### src/hdl/cbs_pkg.sv
// Package for the complex bilinear splat block: sizes, opcodes and payload types.
// Used by every module in hdl/.
`default_nettype none
package cbs_pkg;

   // Canvas and stamp geometry. Canvas sides are powers of two.
   localparam int CW_BITS    = 8;
   localparam int CH_BITS    = 8;
   localparam int CANVAS_W   = 1 << CW_BITS;
   localparam int CANVAS_H   = 1 << CH_BITS;
   localparam int ADDR_BITS  = CW_BITS + CH_BITS;
   localparam int STAMP_W    = 256;
   localparam int STAMP_H    = 256;
   localparam int ACC_BITS   = 40;
   localparam int IO_BITS    = 40;
   localparam int POS_BITS   = 43;
   localparam int V_BITS     = 33;
   localparam int QDEPTH     = 4;
   localparam int QPTR_BITS  = 2;

   // Opcodes
   localparam logic [1:0] OP_SPLAT = 2'd0;
   localparam logic [1:0] OP_WRITE = 2'd1;
   localparam logic [1:0] OP_READ  = 2'd2;

   // Register indexes
   localparam logic [2:0] REG_ORIGIN_X = 3'd0;
   localparam logic [2:0] REG_ORIGIN_Y = 3'd1;
   localparam logic [2:0] REG_STEP_A_X = 3'd2;
   localparam logic [2:0] REG_STEP_A_Y = 3'd3;
   localparam logic [2:0] REG_STEP_B_X = 3'd4;
   localparam logic [2:0] REG_STEP_B_Y = 3'd5;
   localparam logic [2:0] REG_COEF_RE  = 3'd6;
   localparam logic [2:0] REG_COEF_IM  = 3'd7;

   typedef struct packed {
      logic [1:0]          opcode;
      logic [7:0]          sample_col;
      logic [7:0]          sample_row;
      logic signed [15:0]  sample_re;
      logic signed [15:0]  sample_im;
      logic [15:0]         cell_index;
      logic signed [39:0]  cell_re_in;
      logic signed [39:0]  cell_im_in;
   } req_type;

   typedef struct packed {
      logic signed [39:0]  cell_re_out;
      logic signed [39:0]  cell_im_out;
   } rsp_type;

   // Classified request passed from the front part to the back part.
   typedef struct packed {
      logic [1:0]                 opcode;
      logic                       drop;
      logic [CW_BITS-1:0]         jx;
      logic [CH_BITS-1:0]         jy;
      logic [15:0]                fx;
      logic [15:0]                fy;
      logic signed [V_BITS-1:0]   vr;
      logic signed [V_BITS-1:0]   vi;
      logic [16:0]                index;
      logic signed [39:0]         wre;
      logic signed [39:0]         wim;
   } cmd_type;

   // Queue status toward the front part.
   typedef struct packed {
      logic full;
      logic empty;
   } qstat_type;

endpackage
`default_nettype wire

### src/hdl/cbs_queue.sv
// Short command queue between the front and back parts.
// Depends on cbs_pkg.
`default_nettype none
module cbs_queue (
   input  wire                     clock,
   input  wire                     reset,
   input  wire                     push,
   input  cbs_pkg::cmd_type        push_cmd,
   input  wire                     pop,
   output cbs_pkg::cmd_type        head,
   output cbs_pkg::qstat_type      stat
);
   import cbs_pkg::*;

   cmd_type               entry_ff [QDEPTH];
   logic [QPTR_BITS-1:0]  wptr_ff, wptr_in, rptr_ff, rptr_in;
   logic [QPTR_BITS:0]    count_ff, count_in;

   // Pointer and fill count update.
   always_comb begin
      wptr_in  = push ? wptr_ff + 1'b1 : wptr_ff;
      rptr_in  = pop ? rptr_ff + 1'b1 : rptr_ff;
      count_in = count_ff + {{QPTR_BITS{1'b0}}, push} - {{QPTR_BITS{1'b0}}, pop};
   end

   always_ff @(posedge clock) begin
      if (reset) begin
         wptr_ff  <= '0;
         rptr_ff  <= '0;
         count_ff <= '0;
      end else begin
         wptr_ff  <= wptr_in;
         rptr_ff  <= rptr_in;
         count_ff <= count_in;
      end
   end

   // Entry storage.
   always_ff @(posedge clock) begin
      if (push) begin
         entry_ff[wptr_ff] <= push_cmd;
      end
   end

   assign head       = entry_ff[rptr_ff];
   assign stat.full  = (count_ff == QDEPTH[QPTR_BITS:0]);
   assign stat.empty = (count_ff == '0);

endmodule
`default_nettype wire

### config.mk
export PLATFORM = sky130hd
export DESIGN_NAME = cbs_queue
export DESIGN_NICKNAME = d
export VERILOG_FILES = /design/src/hdl/cbs_pkg.sv /design/src/hdl/cbs_queue.sv
export SDC_FILE = /design/constraint.sdc
export NUM_CORES = 1
export LEC_CHECK = 0
export ABC_AREA = 1
export BUFFER_PORTS_ARGS = -buffer_cell sky130_fd_sc_hd__buf_2
export CAP_MARGIN = 15
export CELL_PAD_IN_SITES_DETAIL_PLACEMENT = 1
export CELL_PAD_IN_SITES_GLOBAL_PLACEMENT = 1
export CORE_AREA = 4 4 266 268
export DETAILED_ROUTE_END_ITERATION = 8
export DIE_AREA = 0 0 270 272
export PLACE_DENSITY = 0.83
export SLEW_MARGIN = 20
export SYNTH_ARGS = -nofsm -noshare
export SYNTH_HDL_FRONTEND = slang
export SYNTH_SLANG_ARGS = --single-unit
export TNS_END_PERCENT = 20
### constraint.sdc
create_clock -name clock -period 10.1 [get_ports clock]
set_input_delay 0.505 -clock clock [delete_from_list [all_inputs] [get_ports clock]]
set_output_delay 0.505 -clock clock [all_outputs]
set_load 0.005 [all_outputs]
# --- After elaboration in Yosys (flattened, before gate mapping) ---
# Memory sizes are Yosys's and may differ from the RTL's. A register that Yosys moved wholly into a read port is not among the register bits.
# Cells that the tools add are included.
totals:
  ff_bits: 7
  mem_bits_rw: 856
  inputBits: 218
  out_inout_bits: 216
  wordCells: 14
  n_memories: 1
classes:
  add_sub_neg: 4
  n_eq_ne: 1
  mux: 4
  n_reduce_logical: 1
mem_list:
  columns: ["memory", "words", "word_bits", "read_ports", "rd_ports_with_merged_regs", "wr", "line_no", "text"]
  rows:
  - ["entry_ff", 4, 214, 1, 1, 1, "cbs_queue.sv:15", "cmd_type entry_ff [QDEPTH];"]
op_table:
  columns: ["op", "count"]
  rows:
  - ["adder 2 x 1 -> 2 bit (second input constant)", 2]
  - ["2-to-1 mux 2 bit", 2]
  - ["adder 3 x 1 -> 3 bit", 1]
  - ["equality test 3 bit (second input constant)", 1]
  - ["logical NOT 3 bit", 1]
  - ["subtractor 3 x 1 -> 3 bit", 1]
  - ["2-to-1 mux 1 bit", 2]

# --- Longest topological paths before layout ---
# Gate-level depths: netlist of run 1.
logic_depth:
  word_depth: 3
  depth_mapped: 8
  depth_no_buf: 8

# --- Worst setup path after synthesis of run 1 ---
# Ideal clock, no wire load.
synth_timing:
  kind: "register to register"
  startpoint: "reg wptr_ff[0]"
  endpoint: "mem entry_ff[2][0] in the netlist's numbering (enable)"
  setup_ps: 565
  arrival_time_ps: 4695
  required_ps: 9535
  slack_ps: 4840
  stages_incl_launch_ff: 5
  n_path_buf: 0
  synth_period_minus_slack_ps: 5260
  cell_sequence: "dfxtp_1 inv_1 ha_1 nand2_1 inv_1"
synth_lines:
  columns: ["item", "line_no", "text"]
  rows:
  - ["start: declaration", "cbs_queue.sv:16", "logic [QPTR_BITS-1:0] wptr_ff, wptr_in, rptr_ff, rptr_in;"]
  - ["start signal: assignment", "cbs_queue.sv:32", "wptr_ff <= wptr_in;"]
  - ["end: declaration", "cbs_queue.sv:15", null]
# Straight into the memory's write port.

==> run_results.csv, run 1 <==
group,metric,value,unit
status,status,"finished clean",
timing,setup_ws,5.85,ns
clock_tree,clock_path_buffers,3,
worst_setup_path,worstPathArrival,3.74,ns
floorplanning,pin_count,434,
placed_design,io_buffers,433,
power,vdd_drop_max,0.161,mV
clock_tree,cts_hold_buf,0,
yosys,ys_seq_area_share,76.0,%
worst_setup_path,required,9.60,ns
power,clkPwrFrac,38.8,%
yosys,synth_area,34000,um^2
drt,vias,21200,
clock_tree,cts_tree,"built",
worst_setup_path,r2r-start,"wptr_ff[0]",
worst_setup_path,crit_chain,"buf_12, buf_12, buf_16, a21oi_1, o21ai_1, nand2_1, buf_2",
final_layout,drive_gt1_share,18.8,%
floorplanning,core_region_area,68300,um^2
placed_design,dp_slack,6.12,ns
clock_tree,cts_buffers,90,
worst_setup_path,critPathMaxStageDelay,0.73,ns
worst_setup_path,crit_end,"head[69]",
timing,fin_setup_tns,0,ns
timing,rsz0062_at_grt,"false",
placed_design,hpwlAfterDp,51500,um
timing,drv_slew,0,
power,p_int,6.07,mW
job,cap_violations,0,
floorplanning,start_util,49.8,%
drt,drt-initial-drc-count,1758,
timing,whs,0.0734,ns
drt,wl_per_cell,22.1,um
placed_design,gp_congestion,0.770,
global_route,globalRouteTotalUtil,23.0,%
worst_setup_path,regToRegEndpoint,"entry_ff[2][65]",
placed_design,post_dp_cell_area,36600,um^2
power,p_sw_share,23.6,%
power,pwr-share-comb,8.8,%
power,p_sw,1.87,mW
final_layout,areaGrowthSynthToFinish,15.8,%
final_layout,nets,3178,
timing,finalHoldViolCount,0,
worst_setup_path,critPathKind,"reg -> out",
drt,drc,0,
global_route,grt_pass1_vias,23000,
timing,period_share,42.0,%
floorplanning,die_w,270,um
hold_path,worstHoldPathType,"in -> reg",
floorplanning,die-area,73400,um^2
worst_setup_path,startpoint_type,"register",
power,leakage,15.2,nW
global_route,grt_pass1_wl,131000,um
timing,period_minus_slack,4.25,ns
power,p_per_area,202,nW/um^2
timing,fin_skew,0.0274,ns
yosys,syn_inst,2553,
drt,antenna_left,0,
power,sequentialPowerShare,52.4,%
worst_setup_path,crit_fanout,224,
worst_setup_path,r2r_slack,7.19,ns
worst_setup_path,reg2reg_depth,6,
global_route,grt.overflow.total,0,
drt,routed_wl,87000,um
yosys,ys_ff_latch,865,
clock_tree,tritoncts_num_sinks,865,
floorplanning,floorplan.rows,96,
yosys,ys_warn_count,0,
worst_setup_path,crit_buf_inv,4,
clock_tree,h-tree-depth,3,
timing,tightest_slew,1.21,ns
global_route,antenna_found_initial,40,
timing,setup_violations,0,
drt,via_per_inst,5.39,
yosys,synth_cell_types,16,
timing,fmaxAchievable,0.235,GHz
final_layout,fin_area,39400,um^2
global_route,grt_max_degree,305,
yosys,syn_nets,2778,
floorplanning,fp.dieH,272,um
timing,relSlewSlack,19.5,%
worst_setup_path,worst_path_max_delay_cell,"dfxtp_4",
final_layout,layout_common_cells,"edfxtp_1 (856), inv_1 (440), nand2_1 (436), buf_2 (433), a21oi_1 (220)",
worst_setup_path,critPathTopFamily,"buffers and inverters",
final_layout,layout_commonest_cell,"edfxtp_1",
worst_setup_path,end_kind,"output port",
yosys,synth.avg_cell_area,13.3,um^2
clock_tree,ctsResizeCount,0,
drt,drt-pass1-iter-count,5,
clock_tree,root_buffer,"clkbuf_16",
clock_tree,cts_setup_buffers,0,
clock_tree,clkTransAtPathRegs,0.06,ns
worst_setup_path,crit_cells,7,
clock_tree,clk_latency,0.64,ns
worst_setup_path,cpMostUsedCell,"buf_12",
## how the worst min path moves through the flow
stage	startpoint	endpoint	slack, ns	cells after the start
floorplan	rptr_ff[1]	register	0.44	2
global route	push_cmd[81]	entry_ff[0][81]	0.04	1
CTS	push_cmd[82]	entry_ff[0][82]	0.03	1
global placement	rptr_ff[1]	register	0.44	2
finish	reset	count_ff[1]	0.07	2
detailed placement	rptr_ff[1]	register	0.46	2
## stage by stage
step	util, %	instances	power [mW]
floorplan	-	2553	4.62
CTS	57.5	3903	8.00
detailed placement	53.5	3740	4.93
global route	57.6	3923	8.25
global placement	53.5	3740	4.86
finish	57.7	3933	7.94
## state kept, by name, summed over array words and instances, names as in the netlist, named ones only
| name | cells |
|---|---|
| wptr_ff | 2 |
| count_ff | 3 |
| rptr_ff | 2 |
| entry_ff | 856 |
## final cells by class
| class | count | area (um^2) |
|---|---|---|
| fillers | 6852 | 28900 |
| flip-flops and latches | 865 | 25900 |
| multi-input cells | 1101 | 5560 |
| repair buffers | 451 | 2400 |
| clock buffers | 114 | 2360 |
| inverters | 444 | 1700 |
| well taps | 882 | 1100 |
| clock inverters | 49 | 340 |
| diodes | 27 | 67.6 |
## layer usage
layer  up-vias  routed length [um]  GRT usage [%]
li1       9754                   -              -
met1     10600               32900           26.7
met2       624               45400           41.1
met3       167                6050           6.28
met4        32                2430           8.24
met5         -                 201              0
## cells in the mapped netlist
cell type / count / area (um^2)
ha_1: 6 / 75.1
o21ai_1: 85 / 425
edfxtp_1: 856 / 25700
buf_2: 99 / 495
nor2_1: 4 / 15.0
nand2_1: 436 / 1640
buf_4: 14 / 105
nand3_1: 1 / 5.00
buf_6: 30 / 338
nor3_1: 1 / 5.00
fa_1: 1 / 20.0
inv_1: 444 / 1670
o21ai_0: 133 / 666
a21oi_1: 220 / 1100
o211ai_1: 214 / 1610
dfxtp_1: 9 / 180
## cells by family after synthesis
kind of cell	synth area share (%)
buf+inv	7.65
simple gates	4.88
compound gates	11.2
flops	76.0
fa+ha+maj	0.279
## power by group through the flow
| stage | sequential (mW) | combinational, mW | clock [mW] |
|---|---|---|---|
| 2_1_floorplan | 4.24 | 0.378 | 0 |
| 3_3_place_gp | 4.22 | 0.640 | 0 |
| 5_1_grt | 4.17 | 0.777 | 3.30 |
| 6_report | 4.16 | 0.703 | 3.08 |
| 3_5_place_dp | 4.24 | 0.687 | 0 |
| 4_1_cts | 4.17 | 0.701 | 3.13 |
Note: power is estimated with default switching activity, not from simulation.
==> inputs of run 2 (changes only) <==
--- a/config.mk
+++ b/config.mk
@@ -10,10 +10,10 @@
 export CAP_MARGIN = 15
 export CELL_PAD_IN_SITES_DETAIL_PLACEMENT = 1
 export CELL_PAD_IN_SITES_GLOBAL_PLACEMENT = 1
-export CORE_AREA = 4 4 266 268
+export CORE_AREA = 4 4 287 289
 export DETAILED_ROUTE_END_ITERATION = 8
-export DIE_AREA = 0 0 270 272
-export PLACE_DENSITY = 0.83
+export DIE_AREA = 0 0 291 293
+export PLACE_DENSITY = 0.76
 export SLEW_MARGIN = 20
 export SYNTH_ARGS = -nofsm -noshare
 export SYNTH_HDL_FRONTEND = slang
==> constraint.sdc (replaced) <==
create_clock -name clock -period 3.9 [get_ports clock]
set_input_delay 0.195 -clock clock [delete_from_list [all_inputs] [get_ports clock]]
set_output_delay 0.195 -clock clock [all_outputs]
set_load 0.005 [all_outputs]
==> run 2 against run 1 <==
Sequential power grew to 2.6 times the previous value. Global-route usage is 2.3 points lower. Register-to-register slack worse by 6.1 ns. Wire length is 4.5% higher. Die area is 16% higher. First-iteration DRC count is 17% lower. Combinational power grew to 3.0 times the previous value. Clock skew is 0.0092 ns lower. Cell count is 10% higher. Via count is 4.5% higher. Clock-buffer cell count is 4 lower. Clock power grew to 2.8 times the previous value.
==> run_results.csv, run 2 (same netlist as run 1, synthesis figures left out) <==
group,metric,value,unit
status,status,"finished clean",
timing,fin_skew,0.0181,ns
final_layout,reg.largest.list,"entry_ff x856, count_ff x3",
worst_setup_path,crit_chain,"buf_4, a21oi_1, o21ai_0, nand2_1, buf_2",
floorplanning,die-area,85300,um^2
final_layout,largest_reg_flops,856,
clock_tree,clock_path_buffers,3,
drt,wl_per_cell,20.9,um
power,pwr-share-comb,9.7,%
placed_design,hpwlAfterDp,52900,um
worst_setup_path,critPathMaxStageDelay,0.73,ns
clock_tree,ctsResizeCount,0,
power,vdd_drop_max,0.403,mV
placed_design,gp_congestion,0.787,
floorplanning,fp.dieH,293,um
final_layout,layout_commonest_cell,"edfxtp_1",
floorplanning,start_util,42.6,%
global_route,grt_pass1_vias,24100,
placed_design,dp.cells,3943,
final_layout,utilization,53.0,%
worst_setup_path,crit_fanout,64,
global_route,antenna_found_initial,19,
clock_tree,cts_tree,"built",
power,p_int,16.4,mW
clock_tree,cts_buffers,91,
final_layout,drive_gt1_share,19.0,%
global_route,grt_pass1_wl,138000,um
final_layout,nets,3418,
worst_setup_path,startpoint_type,"register",
hold_path,worstHoldPathType,"in -> reg",
global_route,grt_max_degree,185,
timing,period_share,73.5,%
timing,relSlewSlack,38.5,%
hold_path,min-delay-start,"reset",
power,leakage,16.4,nW
drt,drc,0,
drt,routed_wl,90900,um
power,p_per_area,508,nW/um^2
job,cap_violations,0,
power,p_sw_share,23.6,%
timing,period_minus_slack,2.87,ns
clock_tree,root_buffer,"clkbuf_16",
worst_setup_path,r2r-start,"wptr_ff[1]",
drt,via_per_inst,5.10,
floorplanning,pin_count,434,
timing,drv_slew,0,
worst_setup_path,critPathKind,"reg -> out",
timing,fmaxAchievable,0.349,GHz
placed_design,io_buffers,433,
drt,drt-initial-drc-count,1451,
power,sequentialPowerShare,50.1,%
clock_tree,h-tree-depth,3,
power,p_sw,5.08,mW
timing,tightest_slew,0.922,ns
worst_setup_path,worstPathArrival,2.67,ns
clock_tree,clk_latency,0.62,ns
timing,setup_violations,0,
final_layout,final_cells,4345,
timing,rsz0062_at_grt,"false",
floorplanning,floorplan.rows,104,
floorplanning,core_region_area,79900,um^2
worst_setup_path,end_kind,"output port",
global_route,grt.overflow.total,0,
final_layout,areaGrowthSynthToFinish,24.5,%
floorplanning,die_w,291,um
power,clkPwrFrac,40.2,%
clock_tree,clkTransAtPathRegs,0.06,ns
clock_tree,tritoncts_num_sinks,865,
final_layout,layout_common_cells,"edfxtp_1 (856), inv_1 (438), nand2_1 (433), buf_2 (433), a21oi_1 (220)",
final_layout,fillers,8129,
timing,finalHoldViolCount,0,
global_route,globalRouteTotalUtil,20.7,%
worst_setup_path,required,3.70,ns
final_layout,largest_register,"entry_ff",
drt,vias,22200,
worst_setup_path,worst_path_max_delay_cell,"dfxtp_4",
drt,drt-pass1-iter-count,5,
drt,antenna_left,0,
run 2: cell count changes in the layout (fill, tap and decap cells not counted), sizes merged:
cell / previous run / this run
clkinvlp: 1 / 7
buf: 451 / 473
clkbuf: 114 / 110
clkinv: 42 / 36
diode: 27 / 19
dlygate4sd3: 0 / 217
bufinv: 3 / 10
run 2: worst max-delay path: cells and delay by family (launching register included):
family / cells / cell delay [ns]
buf+inv: 2 / 0.79
compound gates: 2 / 0.29
flops: 1 / 0.73
simple gates: 1 / 0.18
run 2: final timing paths:
| kind | slack (ns) | end | depth (start not counted) |
|---|---|---|---|
| max | 1.03 | head[77] | 5 |
| max reg2reg | 1.13 | entry_ff[3][113] | 5 |
| min | 0.32 | count_ff[1] | 3 |
| min reg2reg | 0.48 | register | 2 |
run 2: final cells by class:
| type | instances | area [um^2] | area share [%] |
|---|---|---|---|
| Antenna cell | 19 | 47.5 | 0.112 |
| Clock buffer | 110 | 2370 | 5.59 |
| Clock inverter | 56 | 604 | 1.43 |
| Inverter | 444 | 1680 | 3.97 |
| Multi-Input combinational cell | 1101 | 5570 | 13.1 |
| Sequential cell | 865 | 25900 | 61.1 |
| Tap cell | 1060 | 1330 | 3.13 |
| Timing Repair Buffer | 690 | 4880 | 11.5 |
run 2: repair_timing:
action                                 CTS  global route
endpoints found under the hold margin  865             0
buffers inserted                         0             0
hold buffers                           217             0
run 2: layer usage:
metal / share of wire (%) / track usage, %
met1: 39 / 24.7
met5: 0.047 / 0
met3: 6.9 / 5.37
met2: 52 / 37.4
met4: 2.3 / 5.59
run 2: power groups by stage:
stage / Sequential [mW] / Clock [mW] / Combinational [mW]
after CTS: 10.8 / 8.80 / 2.09
after detailed placement: 11.0 / 0 / 1.87
after floorplan: 10.9 / 0 / 0.983
final: 10.8 / 8.66 / 2.09
after global routing: 10.8 / 9.29 / 2.31
after global placement: 10.9 / 0 / 1.77
run 2: stage by stage:
stage | hold slack [ns] | worst slack, ns | setup TNS (ns) | cell area [um^2] | power (mW)
2_1_floorplan | 0.266 | -0.290 | -240.63 | 34100 | 11.9
3_3_place_gp | 0.385 | 1.14 | 0 | 37200 | 12.7
3_5_place_dp | 0.391 | 1.17 | 0 | 37200 | 12.8
4_1_cts | 0.248 | 1.01 | 0 | 42300 | 21.7
5_1_grt | 0.283 | 0.833 | 0 | 42300 | 22.4
6_report | 0.317 | 1.03 | 0 | 42400 | 21.5
==> inputs of run 3 (changes only) <==
--- a/config.mk
+++ b/config.mk
@@ -5,15 +5,15 @@
 export SDC_FILE = /design/constraint.sdc
 export NUM_CORES = 1
 export LEC_CHECK = 0
-export ABC_AREA = 1
+export ABC_AREA = 0
 export BUFFER_PORTS_ARGS = -buffer_cell sky130_fd_sc_hd__buf_2
 export CAP_MARGIN = 15
 export CELL_PAD_IN_SITES_DETAIL_PLACEMENT = 1
 export CELL_PAD_IN_SITES_GLOBAL_PLACEMENT = 1
-export CORE_AREA = 4 4 287 289
+export CORE_AREA = 4 4 267 269
 export DETAILED_ROUTE_END_ITERATION = 8
-export DIE_AREA = 0 0 291 293
-export PLACE_DENSITY = 0.76
+export DIE_AREA = 0 0 271 273
+export PLACE_DENSITY = 0.75
 export SLEW_MARGIN = 20
 export SYNTH_ARGS = -nofsm -noshare
 export SYNTH_HDL_FRONTEND = slang
==> constraint.sdc (replaced) <==
create_clock -name clock -period 2.49 [get_ports clock]
set_input_delay 0.1245 -clock clock [delete_from_list [all_inputs] [get_ports clock]]
set_output_delay 0.1245 -clock clock [all_outputs]
set_load 0.005 [all_outputs]
==> run 3 against run 2 <==
Clock-buffer cell count rose by 4. Sequential share of layout area up 3.3 points. Synthesized area down 7.7%. Via count fell by 30%. Clock power increased by 43%. Register-to-register slack worse by 0.41 ns. Non-clock buffer count grew 28. Sequential power is 56% higher. Hold slack worse by 0.071 ns. Die area fell by 13%. Sequential cell count did not move. Cell count fell by 33%.
==> run_results.csv, run 3 <==
group,metric,value,unit
timing,drv_slew,0,
yosys,synthFlopType,"edfxtp_1",
clock_tree,h-tree-depth,3,
yosys,yosys.area_share.simple,0.239,%
global_route,antenna_found_initial,7,
floorplanning,pin_count,434,
yosys,synthTopCellsByArea,"edfxtp_1 (82%), mux4_2 (13%), mux4_1 (2.3%), buf_6 (0.61%), dfxtp_1 (0.57%)",
yosys,synthXorXnorAreaFrac,0.131,%
hold_path,worstHoldPathType,"in -> reg",
job,cap_violations,0,
yosys,synth.avg_cell_area,27.1,um^2
timing,rsz0062_at_grt,"true",
global_route,globalRouteTotalUtil,21.5,%
yosys,synthAdderAreaFrac,0.303,%
placed_design,gp_congestion,0.748,
yosys,ys_ff_latch,865,
drt,drc,0,
final_layout,largest_reg_flops,856,
yosys,ys_seq_area_share,82.4,%
timing,tightest_slew,0.654,ns
clock_tree,cts_tree,"built",
placed_design,io_buffers,433,
power,leakage,13.7,nW
final_layout,largest_register,"entry_ff",
yosys,synth_top_family_by_area,"multiplexers",
placed_design,hpwlAfterDp,46800,um
yosys,syn_inst,1160,
power,p_per_area,814,nW/um^2
clock_tree,clock_path_buffers,3,
yosys,synth_async_sr_flop_share,0,%
final_layout,reg.largest.list,"entry_ff x856, count_ff x3",
final_layout,fillers,5817,
final_layout,seq_area,25900,um^2
timing,fin_skew,0.0211,ns
final_layout,multiInputGateArea,5170,um^2
status,status,"finished clean",
clock_tree,clkTransAtPathRegs,0.06,ns
worst_setup_path,end_kind,"output port",
timing,setup_violations,0,
drt,routed_wl,78900,um
floorplanning,start_util,45.8,%
yosys,yosys-mux-area-fraction,15.7,%
final_layout,layout_common_cells,"edfxtp_1 (856), buf_2 (433), dlygate4sd3_1 (217), mux4_2 (186), clkbuf_16 (87)",
yosys,synth_top_area_cell,"edfxtp_1",
yosys,yosysMostFrequentCell,"edfxtp_1",
yosys,ys_warn_count,0,
timing,period_share,96.7,%
timing,setup_ws,0.0822,ns
global_route,grt_max_degree,77,
yosys,synth-edff-count,856,
yosys,synth_area,31400,um^2
clock_tree,clk_latency,0.64,ns
worst_setup_path,worstPathArrival,2.28,ns
drt,vias,15500,
yosys,synthTopCellsByCount,"edfxtp_1 (856), mux4_2 (186), mux4_1 (28), buf_2 (23), buf_6 (17)",
drt,wl_per_cell,27.0,um
floorplanning,floorplan.rows,96,
floorplanning,die-area,74000,um^2
global_route,grt.overflow.total,0,
worst_setup_path,critPathKind,"reg -> out",
drt,drt-initial-drc-count,1399,
timing,period_minus_slack,2.41,ns
floorplanning,fp.dieH,273,um
final_layout,drive_gt1_share,40.5,%
drt,antenna_left,0,
timing,whs,0.246,ns
drt,via_per_inst,5.31,
timing,relSlewSlack,56.4,%
yosys,synth-compound-area-share,0.0478,%
worst_setup_path,crit_fanout,44,
placed_design,dp_slack,0.547,ns
final_layout,areaGrowthSynthToFinish,27.9,%
yosys,syn_nets,1385,
worst_setup_path,required,2.37,ns
clock_tree,cts_buffers,87,
global_route,grt_pass1_wl,118000,um
timing,finalHoldViolCount,0,
global_route,grt_pass1_vias,17700,
floorplanning,die_w,271,um
yosys,synth_top_area_share,81.8,%
drt,drt-pass1-iter-count,5,
clock_tree,root_buffer,"clkbuf_16",
power,vdd_drop_max,0.835,mV
yosys,synth_cell_types,22,
final_layout,nets,2144,
floorplanning,core_region_area,68600,um^2
clock_tree,tritoncts_num_sinks,865,
final_layout,layout_commonest_cell,"edfxtp_1",
worst_setup_path,startpoint_type,"register",
timing,fmaxAchievable,0.415,GHz
-- run 3: area by class of cell --
cell class / instances / area share [%]
sequential: 865 / 64.4
antenna: 6 / 0.0374
timing repair buffer: 718 / 13.0
multi-input combinational: 241 / 12.9
clock buffer: 114 / 5.67
tap: 931 / 2.90
clock inverter: 44 / 1.02
inverter: 6 / 0.0560
-- run 3: logic make-up (layout without fill, tap and decap cells) --
group | Yosys count | in the layout
flops | 865 | 865
mux | 215 | 215
simple gates | 14 | 14
fa+ha+maj | 7 | 7
compound gates | 2 | 2
buf+inv | 54 | 882
other cells | 0 | 6
xor+xnor | 3 | 3
-- run 3: worst paths after layout --
check	startpoint	end	slack (ns)	cells after the start
worst max-delay path	register	head[176]	0.08	3
worst min register to register	wptr_ff[1]	wptr_ff[1]	0.56	2
worst min-delay path	push_cmd[79]	entry_ff[0][79]	0.25	2
worst max register to register	wptr_ff[0]	entry_ff[0][208]	0.72	4
-- run 3: power by group --
part           leakage [nW]  internal (mW)  switching, mW  total, mW
Sequential             7.94           16.7          0.199       16.9
Clock                  1.30           6.93           5.48       12.4
Combinational          4.48           1.68           1.69       3.36
Total                  13.7           25.4           7.36       32.7
-- run 3: stage by stage --
| stage | utilization [%] | setup TNS [ns] | instances | power (mW) | area [um^2] |
|---|---|---|---|---|---|
| floorplan | - | -468.15 | 1160 | 18.7 | 31400 |
| global placement | 51.4 | 0 | 2540 | 20.1 | 35200 |
| detailed placement | 51.4 | 0 | 2540 | 20.3 | 35200 |
| CTS | 58.6 | 0 | 2919 | 32.9 | 40200 |
| global route | 58.6 | -0.131 | 2924 | 34.0 | 40200 |
| finish | 58.6 | 0 | 2925 | 32.7 | 40200 |
-- run 3: worst max-delay path, stage by stage, from the launching register on --
cell and delay (ns):
dfxtp_4 0.44, buf_12 0.33, mux4_1 0.67, buf_2 0.16
-- run 3: per-layer routing --
layer / track usage, % / part of all wire [%] / up-vias
li1: - / - / 6609
met1: 25.8 / 37 / 8292
met2: 38.8 / 54 / 503
met3: 5.66 / 6.1 / 128
met4: 6.01 / 2.7 / 2
met5: 0 / 0.015 / -
-- run 3: repair_timing --
| item | CTS | global route |
|---|---|---|
| endpoints found under the setup margin | 147 | 23 |
| cloned | 1 | 0 |
| endpoints found under the hold margin | 865 | 0 |
| setup buffers | 3 | 0 |
| hold buffers | 217 | 0 |
| gates resized for setup | 3 | 1 |
